[src/design/bps_pkg.sv]
`timescale 1ns / 1ps
// ----------------------------------------------------------------------------
// Bitplane pixel serializer package
// Shared widths, request and mode codes, and the pixel word type.
// ----------------------------------------------------------------------------
package bps_pkg;

	localparam int PLANE_W    = 16;
	localparam int NUM_PLANES = 4;
	localparam int SLOT_W     = 2;
	localparam int CNT_W      = 6;
	localparam int COLOR_W    = 4;
	localparam int MODE_W     = 2;
	localparam int TOP_BIT    = PLANE_W - 1;

	// Request codes carried in req_type.
	localparam logic REQ_PIXEL = 1'b0;
	localparam logic REQ_LOAD  = 1'b1;

	// Display modes.
	localparam logic [MODE_W-1:0] MODE_FOUR  = 2'd0;
	localparam logic [MODE_W-1:0] MODE_TWO   = 2'd1;
	localparam logic [MODE_W-1:0] MODE_ONE   = 2'd2;
	localparam logic [MODE_W-1:0] MODE_BLANK = 2'd3;

	// Pixel counts at which the shift registers are refilled.
	localparam logic [CNT_W-1:0] CNT_REFILL_A = 6'd16;
	localparam logic [CNT_W-1:0] CNT_REFILL_B = 6'd32;
	localparam logic [CNT_W-1:0] CNT_REFILL_C = 6'd48;

	localparam logic [SLOT_W-1:0] SLOT_LAST = 2'd3;

	typedef logic [PLANE_W-1:0] plane_t;

	typedef struct packed {
		logic [COLOR_W-1:0] color_index;
		logic               blank;
	} pixel_t;

endpackage

[src/design/bps_req_if.sv]
`timescale 1ns / 1ps
// ----------------------------------------------------------------------------
// Request channel interface
// Carries pixel ticks and plane word loads with a valid/ready handshake.
// ----------------------------------------------------------------------------
interface bps_req_if;
	logic        valid;
	logic        ready;
	logic        req_type;
	logic [15:0] plane_word;

	modport source (output valid, output req_type, output plane_word, input ready);
	modport sink   (input valid, input req_type, input plane_word, output ready);
endinterface

[src/design/bps_pix_if.sv]
`timescale 1ns / 1ps
// ----------------------------------------------------------------------------
// Pixel channel interface
// Carries one palette index and blank flag per word, valid/ready handshake.
// ----------------------------------------------------------------------------
interface bps_pix_if;
	logic       valid;
	logic       ready;
	logic [3:0] color_index;
	logic       blank;

	modport source (output valid, output color_index, output blank, input ready);
	modport sink   (input valid, input color_index, input blank, output ready);
endinterface

[src/design/bitplane_pixel_serializer.sv]
`timescale 1ns / 1ps
// ----------------------------------------------------------------------------
// Bitplane pixel serializer
// Turns planar video words into 4-bit palette indices, one pixel per word.
// ----------------------------------------------------------------------------
// Usage:
// The req channel takes words of two kinds. A load word (req_type 1) carries
// one 16-bit plane word; four loads fill the plane latches and the fourth one
// copies them into the shift registers. A load produces no output word.
// A pixel tick (req_type 1'b0) shifts one pixel out and produces exactly one
// word on the pix channel: color_index and blank.
// display_mode is written through cfg_we/cfg_wdata while the block is idle.
// A pixel tick passes through the input register and then the output register
// before its word is valid on pix. Throughput is one word per cycle while pix
// does not stall; the input register and the output register are both advanced
// in the same cycle, so a new word is accepted while the previous pixel is
// still waiting to be taken. When pix stalls, the held pixel stays in the
// output register, one more pixel tick may sit in the input register, and
// req.ready then drops. Loads keep flowing past a stalled output since they
// produce nothing.
// Reset clears all planes, latches, the slot, the counter and the mode.
// ----------------------------------------------------------------------------
module bitplane_pixel_serializer (
	input  logic                        clk,
	input  logic                        arst_n,
	bps_req_if.sink                     req,
	bps_pix_if.source                   pix,
	input  logic                        cfg_we,
	input  logic [bps_pkg::MODE_W-1:0]  cfg_wdata
);
	import bps_pkg::*;

	// Configuration register.
	logic [MODE_W-1:0] display_mode_q;

	// Input register stage.
	logic              valid_s1;
	logic              req_type_s1;
	plane_t            plane_word_s1;

	// Output register.
	logic              out_valid_q;
	pixel_t            out_pixel_q;

	logic              out_free;
	logic              advance;
	logic              take_in;
	pixel_t            pixel;

	always_ff @(posedge clk or negedge arst_n) begin
		if (!arst_n) begin
			display_mode_q <= MODE_FOUR;
		end else if (cfg_we) begin
			display_mode_q <= cfg_wdata;
		end
	end

	// The output register can load when it is empty or being emptied now.
	assign out_free = !out_valid_q || pix.ready;
	// A load word never needs the output, so it always leaves stage one.
	assign advance  = valid_s1 && (req_type_s1 == REQ_LOAD || out_free);
	assign req.ready = !valid_s1 || advance;
	assign take_in  = req.valid && req.ready;

	always_ff @(posedge clk or negedge arst_n) begin
		if (!arst_n) begin
			valid_s1 <= 1'b0;
		end else if (take_in) begin
			valid_s1 <= 1'b1;
		end else if (advance) begin
			valid_s1 <= 1'b0;
		end
	end

	always_ff @(posedge clk) begin
		if (take_in) begin
			req_type_s1   <= req.req_type;
			plane_word_s1 <= req.plane_word;
		end
	end

	bps_plane_engine u_engine (
		.clk          (clk),
		.arst_n       (arst_n),
		.fire         (advance),
		.req_type     (req_type_s1),
		.plane_word   (plane_word_s1),
		.display_mode (display_mode_q),
		.pixel        (pixel)
	);

	always_ff @(posedge clk or negedge arst_n) begin
		if (!arst_n) begin
			out_valid_q <= 1'b0;
		end else if (advance && req_type_s1 == REQ_PIXEL) begin
			out_valid_q <= 1'b1;
		end else if (pix.ready) begin
			out_valid_q <= 1'b0;
		end
	end

	always_ff @(posedge clk) begin
		if (advance && req_type_s1 == REQ_PIXEL) begin
			out_pixel_q <= pixel;
		end
	end

	assign pix.valid       = out_valid_q;
	assign pix.color_index = out_pixel_q.color_index;
	assign pix.blank       = out_pixel_q.blank;

endmodule

[src/design/bps_plane_engine.sv]
`timescale 1ns / 1ps
// ----------------------------------------------------------------------------
// Plane engine
// Holds the plane latches, shift registers, latch slot and pixel counter, and
// computes the pixel for the current word and the state after it.
// ----------------------------------------------------------------------------
module bps_plane_engine (
	input  logic                        clk,
	input  logic                        arst_n,
	input  logic                        fire,
	input  logic                        req_type,
	input  bps_pkg::plane_t             plane_word,
	input  logic [bps_pkg::MODE_W-1:0]  display_mode,
	output bps_pkg::pixel_t             pixel
);
	import bps_pkg::*;

	plane_t              shift_q [NUM_PLANES];
	plane_t              latch_q [NUM_PLANES];
	logic [SLOT_W-1:0]   slot_q;
	logic [CNT_W-1:0]    count_q;

	plane_t              shift_d [NUM_PLANES];
	plane_t              latch_d [NUM_PLANES];
	logic [SLOT_W-1:0]   slot_d;
	logic [CNT_W-1:0]    count_d;
	logic [CNT_W-1:0]    count_inc;

	assign count_inc = count_q + CNT_W'(1);

	always_comb begin
		shift_d = shift_q;
		latch_d = latch_q;
		slot_d  = slot_q;
		count_d = count_q;
		pixel   = '0;

		if (req_type == REQ_LOAD) begin
			latch_d[slot_q] = plane_word;
			slot_d          = slot_q + SLOT_W'(1);
			// The fourth word completes a group: all planes move to the shifters.
			if (slot_q == SLOT_LAST) begin
				shift_d = latch_d;
			end
		end else begin
			case (display_mode)
				MODE_FOUR: begin
					pixel.color_index = {shift_q[3][TOP_BIT], shift_q[2][TOP_BIT],
						shift_q[1][TOP_BIT], shift_q[0][TOP_BIT]};
					for (int k = 0; k < NUM_PLANES; k++) begin
						shift_d[k] = {shift_q[k][TOP_BIT-1:0], 1'b0};
					end
				end
				MODE_TWO: begin
					pixel.color_index = {2'b00, shift_q[1][TOP_BIT], shift_q[0][TOP_BIT]};
					shift_d[0] = {shift_q[0][TOP_BIT-1:0], 1'b0};
					shift_d[1] = {shift_q[1][TOP_BIT-1:0], 1'b0};
					count_d    = count_inc;
					if (count_inc == CNT_REFILL_A) begin
						shift_d[0] = shift_q[2];
						shift_d[1] = shift_q[3];
						shift_d[2] = '0;
						shift_d[3] = '0;
						count_d    = '0;
					end
				end
				MODE_ONE: begin
					pixel.color_index = {3'b000, shift_q[0][TOP_BIT]};
					shift_d[0] = {shift_q[0][TOP_BIT-1:0], 1'b0};
					count_d    = count_inc;
					if (count_inc == CNT_REFILL_A) begin
						shift_d[0] = shift_q[1];
						shift_d[1] = shift_q[2];
						shift_d[2] = shift_q[3];
						shift_d[3] = '0;
					end else if (count_inc == CNT_REFILL_B) begin
						shift_d[0] = shift_q[1];
						shift_d[1] = shift_q[2];
						shift_d[2] = '0;
					end else if (count_inc == CNT_REFILL_C) begin
						shift_d[0] = shift_q[1];
						shift_d[1] = '0;
						count_d    = '0;
					end
				end
				default: begin
					pixel.blank = 1'b1;
				end
			endcase
		end
	end

	always_ff @(posedge clk or negedge arst_n) begin
		if (!arst_n) begin
			for (int k = 0; k < NUM_PLANES; k++) begin
				shift_q[k] <= '0;
				latch_q[k] <= '0;
			end
			slot_q  <= '0;
			count_q <= '0;
		end else if (fire) begin
			shift_q <= shift_d;
			latch_q <= latch_d;
			slot_q  <= slot_d;
			count_q <= count_d;
		end
	end

`ifndef SYNTHESIS
	a_group_copy: assert property (@(posedge clk) disable iff (!arst_n)
		fire && req_type == REQ_LOAD && slot_q == SLOT_LAST
		|=> shift_q[3] == $past(plane_word) && shift_q[0] == $past(latch_q[0]))
		else $error("plane group not copied into shifters");

	a_idle_hold: assert property (@(posedge clk) disable iff (!arst_n)
		!fire |=> $stable(count_q) && $stable(slot_q) && shift_q[0] == $past(shift_q[0]))
		else $error("engine state moved without a word");

	a_one_refill: assert property (@(posedge clk) disable iff (!arst_n)
		fire && req_type == REQ_PIXEL && display_mode == MODE_ONE
			&& count_q == CNT_REFILL_C - CNT_W'(1)
		|=> count_q == '0 && shift_q[1] == '0 && shift_q[0] == $past(shift_q[1]))
		else $error("one-plane cycle did not wrap");

	a_load_no_count: assert property (@(posedge clk) disable iff (!arst_n)
		fire && req_type == REQ_LOAD |=> $stable(count_q))
		else $error("pixel counter moved on a load");
`endif

endmodule
[src/flat_wrapper.sv]
// flat-port wrapper written by rule: the top's interface ports become plain ports
module bitplane_pixel_serializer_flat import bps_pkg::*;
  (clk, arst_n, cfg_we, cfg_wdata, req_valid, req_req_type, req_plane_word, req_ready, pix_valid, pix_color_index, pix_blank, pix_ready);
  bps_req_if req_i ();
  bps_pix_if pix_i ();
  input  logic clk;
  input  logic arst_n;
  input  logic cfg_we;
  input  logic [bps_pkg::MODE_W-1:0] cfg_wdata;
  input wire logic [$bits(req_i.valid)-1:0] req_valid;
  input wire logic [$bits(req_i.req_type)-1:0] req_req_type;
  input wire logic [$bits(req_i.plane_word)-1:0] req_plane_word;
  output wire logic [$bits(req_i.ready)-1:0] req_ready;
  output wire logic [$bits(pix_i.valid)-1:0] pix_valid;
  output wire logic [$bits(pix_i.color_index)-1:0] pix_color_index;
  output wire logic [$bits(pix_i.blank)-1:0] pix_blank;
  input wire logic [$bits(pix_i.ready)-1:0] pix_ready;
  assign req_i.valid = req_valid;
  assign req_i.req_type = req_req_type;
  assign req_i.plane_word = req_plane_word;
  assign req_ready = req_i.ready;
  assign pix_valid = pix_i.valid;
  assign pix_color_index = pix_i.color_index;
  assign pix_blank = pix_i.blank;
  assign pix_i.ready = pix_ready;
  bitplane_pixel_serializer u_core (.clk(clk), .arst_n(arst_n), .req(req_i), .pix(pix_i), .cfg_we(cfg_we), .cfg_wdata(cfg_wdata));
endmodule
[config.mk]
export PLATFORM = sky130hd
export DESIGN_NAME = bitplane_pixel_serializer_flat
export DESIGN_NICKNAME = d
export VERILOG_FILES = /design/src/design/bps_pkg.sv /design/src/design/bps_req_if.sv /design/src/design/bps_pix_if.sv /design/src/design/bitplane_pixel_serializer.sv /design/src/design/bps_plane_engine.sv /design/src/flat_wrapper.sv
export SDC_FILE = /design/constraint.sdc
export NUM_CORES = 1
export LEC_CHECK = 0
export BUFFER_PORTS_ARGS = -buffer_cell sky130_fd_sc_hd__buf_2
export CORE_MARGIN = 2
export CORE_UTILIZATION = 30
export DETAILED_ROUTE_END_ITERATION = 6
export RECOVER_POWER = 100
export SKIP_LAST_GASP = 1
export SLEW_MARGIN = 25
export SYNTH_ARGS = -nofsm -noshare
export SYNTH_HDL_FRONTEND = slang
export SYNTH_HIERARCHICAL = 1
export SYNTH_SLANG_ARGS = --single-unit
[constraint.sdc]
create_clock -name clk -period 2.85 [get_ports clk]
set_input_delay 0.4275 -clock clk [delete_from_list [all_inputs] [get_ports clk]]
set_output_delay 0.4275 -clock clk [all_outputs]
set_load 0.005 [all_outputs]
==> run metrics <==
Final Skew=7.49 ps; Worst-Skew Late Latency=430 ps; Cell Count Post-Placement=1190; count of different cell masters after synthesis=64; core area=28900 um2; antenna cell count=0; # fillers=2892; IO Pins=31; register area=4140 um2; vias per inst=5.28; layout cell share with drive strength beyond 1=29.1%; initial antenna violation count=0; Yosys reg bits=161; DR pass1 iterations=7; Fmax=0.369 GHz; nets=862; Synth Warn #=6; Max-Slew Margin vs Limit=-13.7%; RSZ-0062 raised after global routing=no; worst slew pin tran=1710 ps; WL/cell=18.8 um; Post-synth EDFFs=22; Port-buffer cells=30; setup violators final=0; CTS tree=done; WP data arrival=3030 ps; grt total ovfl=0; Mapped Cells=805; most frequent cells in the layout=mux2_2, dfrtp_1, nand2_1, mux2i_1, a22oi_1; ys async rst share=86.3%; worst stage delay on the critical path=450 ps; required time worst endpoint=3170 ps; leading cell type in the layout, fill and taps excluded=mux2_2; Clock Root Buffer=clkbuf_16; CTS Hold Buffers Added=0; dpl hpwl=14.7 mm; largest net degree at the start of global routing=65; setup TNS=0 ps; register area share after synthesis=46.7%; Crit. End Element=flip-flop; syn nets=839; outcome=finished, violations left; Worst Hold Class=input port to flip-flop; crit path time final=2710 ps; first-pass GRT wire length=37.2 mm; Syn-to-layout area delta=14.2%; crit path max-delay cell type=dfrtp_1; hold slack=171 ps; total power per unit cell area=956 nW/um2; Starting Density=30.7%; Die W=176 um; Final Hold Vio Count=0; Die ar.=30900 um2; Peak supply drop=433 uV; WS Path Type=flip-flop to flip-flop; Cell Rows=62; Worst-path clk slew=70 ps; H-Tree Depth=4; Syn Area/Cell=11.0 um2; Multi-input gate area=4380 um2; Syn Std Cell Area=8860 um2; post-route ant nets=0; Clock Sinks=161; Synth Flop Type=dfrtp_1; max-slew violation count=64; Vias=6466; chip height=176 um; vias in the first global route=6615; CP cell instances=clkbuf_1, ha_1, and3_1, a31oi_4, a31oi_4, and3_1, clkbuf_2, a221o_1, mux2_2; Final Cycle Share=95.1%; drc violations=0; crit start category=flip-flop; total clock buffers created by CTS=17; total track usage=15.5%; violated checks=max-capacitance violations, max-slew violations; leakage=4.07 nW; # Max-Cap Violations=1; final WL=23.0 mm; Max FO, Critical Path=7; Final Wtd Congestion=0.801; DRT iter0 DRCs=511; fin cells=1225; clock tree buffer depth=2
## registers in the layout, summed over array words and instances (netlist names)
signal and count:
u_core/display_mode_q 2, u_core/pix.blank 1, u_core/pix.color_index 4, u_core/pix.valid 1
u_core/plane_word_s1 16, u_core/req_type_s1 1, u_core/u_engine/count_q 6, u_core/u_engine/latch_q 63
u_core/u_engine/shift_q 64, u_core/u_engine/slot_q 2, u_core/valid_s1 1
## Yosys cell counts (6+ instances only)
library cell | n | share of area [%]
a22oi_1 | 43 | 3.6
inv_1 | 24 | 1.0
nand3_1 | 8 | 0.45
ha_1 | 10 | 1.4
o31ai_1 | 16 | 1.4
and3_1 | 6 | 0.42
o21ai_1 | 10 | 0.56
nand2_1 | 81 | 3.4
buf_2 | 15 | 0.85
dfrtp_1 | 139 | 39
mux2_2 | 140 | 18
clkbuf_1 | 41 | 1.7
o21ai_0 | 27 | 1.5
a222oi_1 | 14 | 1.6
a21oi_1 | 36 | 2.0
nor2_1 | 33 | 1.4
nor2b_1 | 6 | 0.42
edfxtp_1 | 22 | 7.5
mux2i_1 | 46 | 5.2
a311oi_1 | 15 | 1.5
## worst paths after layout
path,start,endpoint,slack (ps),cells past startpoint
worst max register to register,u_core/u_engine/count_q[0]$_DFFE_PN0P_,u_core/u_engine/shift_q[31]$_DFFE_PN0P_,140,9
worst min register to register,u_core/u_engine/latch_q[48]$_DFFE_PN0P_,u_core/u_engine/latch_q[48]$_DFFE_PN0P_,490,2
worst max-delay path,u_core/u_engine/count_q[0]$_DFFE_PN0P_,u_core/u_engine/shift_q[31]$_DFFE_PN0P_,140,9
max in group asynchronous,arst_n,u_core/u_engine/latch_q[12]$_DFFE_PN0P_,890,2
min in group asynchronous,arst_n,u_core/u_engine/shift_q[0]$_DFFE_PN0P_,450,1
worst min-delay path,req_plane_word[13],u_core/plane_word_s1[13]$_DFFE_PP_,170,1
## cell families (layout without fill, tap and decap cells)
kind of cell | after synthesis | in the layout | synth area share, %
and+or+nand+nor | 161 | 161 | 8.26
DFF | 161 | 161 | 46.7
AOI/OAI and AO/OA | 189 | 189 | 15.4
muxes | 187 | 187 | 23.1
buffers and inverters | 90 | 126 | 4.32
xor gates and xnor gates | 7 | 7 | 0.777
adders and majority gates | 10 | 10 | 1.41
## critical path, delay by kind of cell (launching register included)
kind	cells	cell delay, ps
fa+ha+maj	1	230
buf+inv	2	390
mux	1	260
compound gates	3	840
flops	1	450
simple gates	2	440
## metrics by stage
stage          setup slack (ps)  util [%]  area [um2]  power, W
5_1_grt                    12.1      35.1       10100    0.0103
3_3_place_gp               53.2      33.1        9560   0.00738
2_1_floorplan               377         -        8860   0.00641
4_1_cts                    78.8      35.2       10200   0.00976
6_report                    139      35.1       10100   0.00968
3_5_place_dp               30.0      33.1        9560   0.00747
## final cells by class
class                   count  share of cell area [%]
clock buffers              20                    4.32
clock inverters            12                    1.35
inverters                  24                   0.890
multi-input cells         554                    43.2
flip-flops and latches    161                    40.9
well taps                 384                    4.75
repair buffers             70                    4.55
## where the power goes
group          total [W]  leakage, nW  switching, W  internal [W]
Clock            0.00224        0.272      0.000943       0.00129
Combinational    0.00335         1.89       0.00162       0.00173
Sequential       0.00409         1.91      0.000818       0.00327
Total            0.00968         4.07       0.00338       0.00629
## metal layers
metal | track usage [%] | up-vias | share of wire [%]
met2 | 25.2 | 183 | 47
met3 | 3.07 | 39 | 4.6
met5 | 0 | - | 0
li1 | - | 3034 | -
met4 | 6.27 | 0 | 2.9
met1 | 20.1 | 3210 | 45
## what timing repair did
action,4_1_cts,5_1_grt
setup endpoints to repair,2,12
buffers inserted,3,0
pin swaps,1,0
resized for setup,1,2
(Power assumes the default switching activity.)
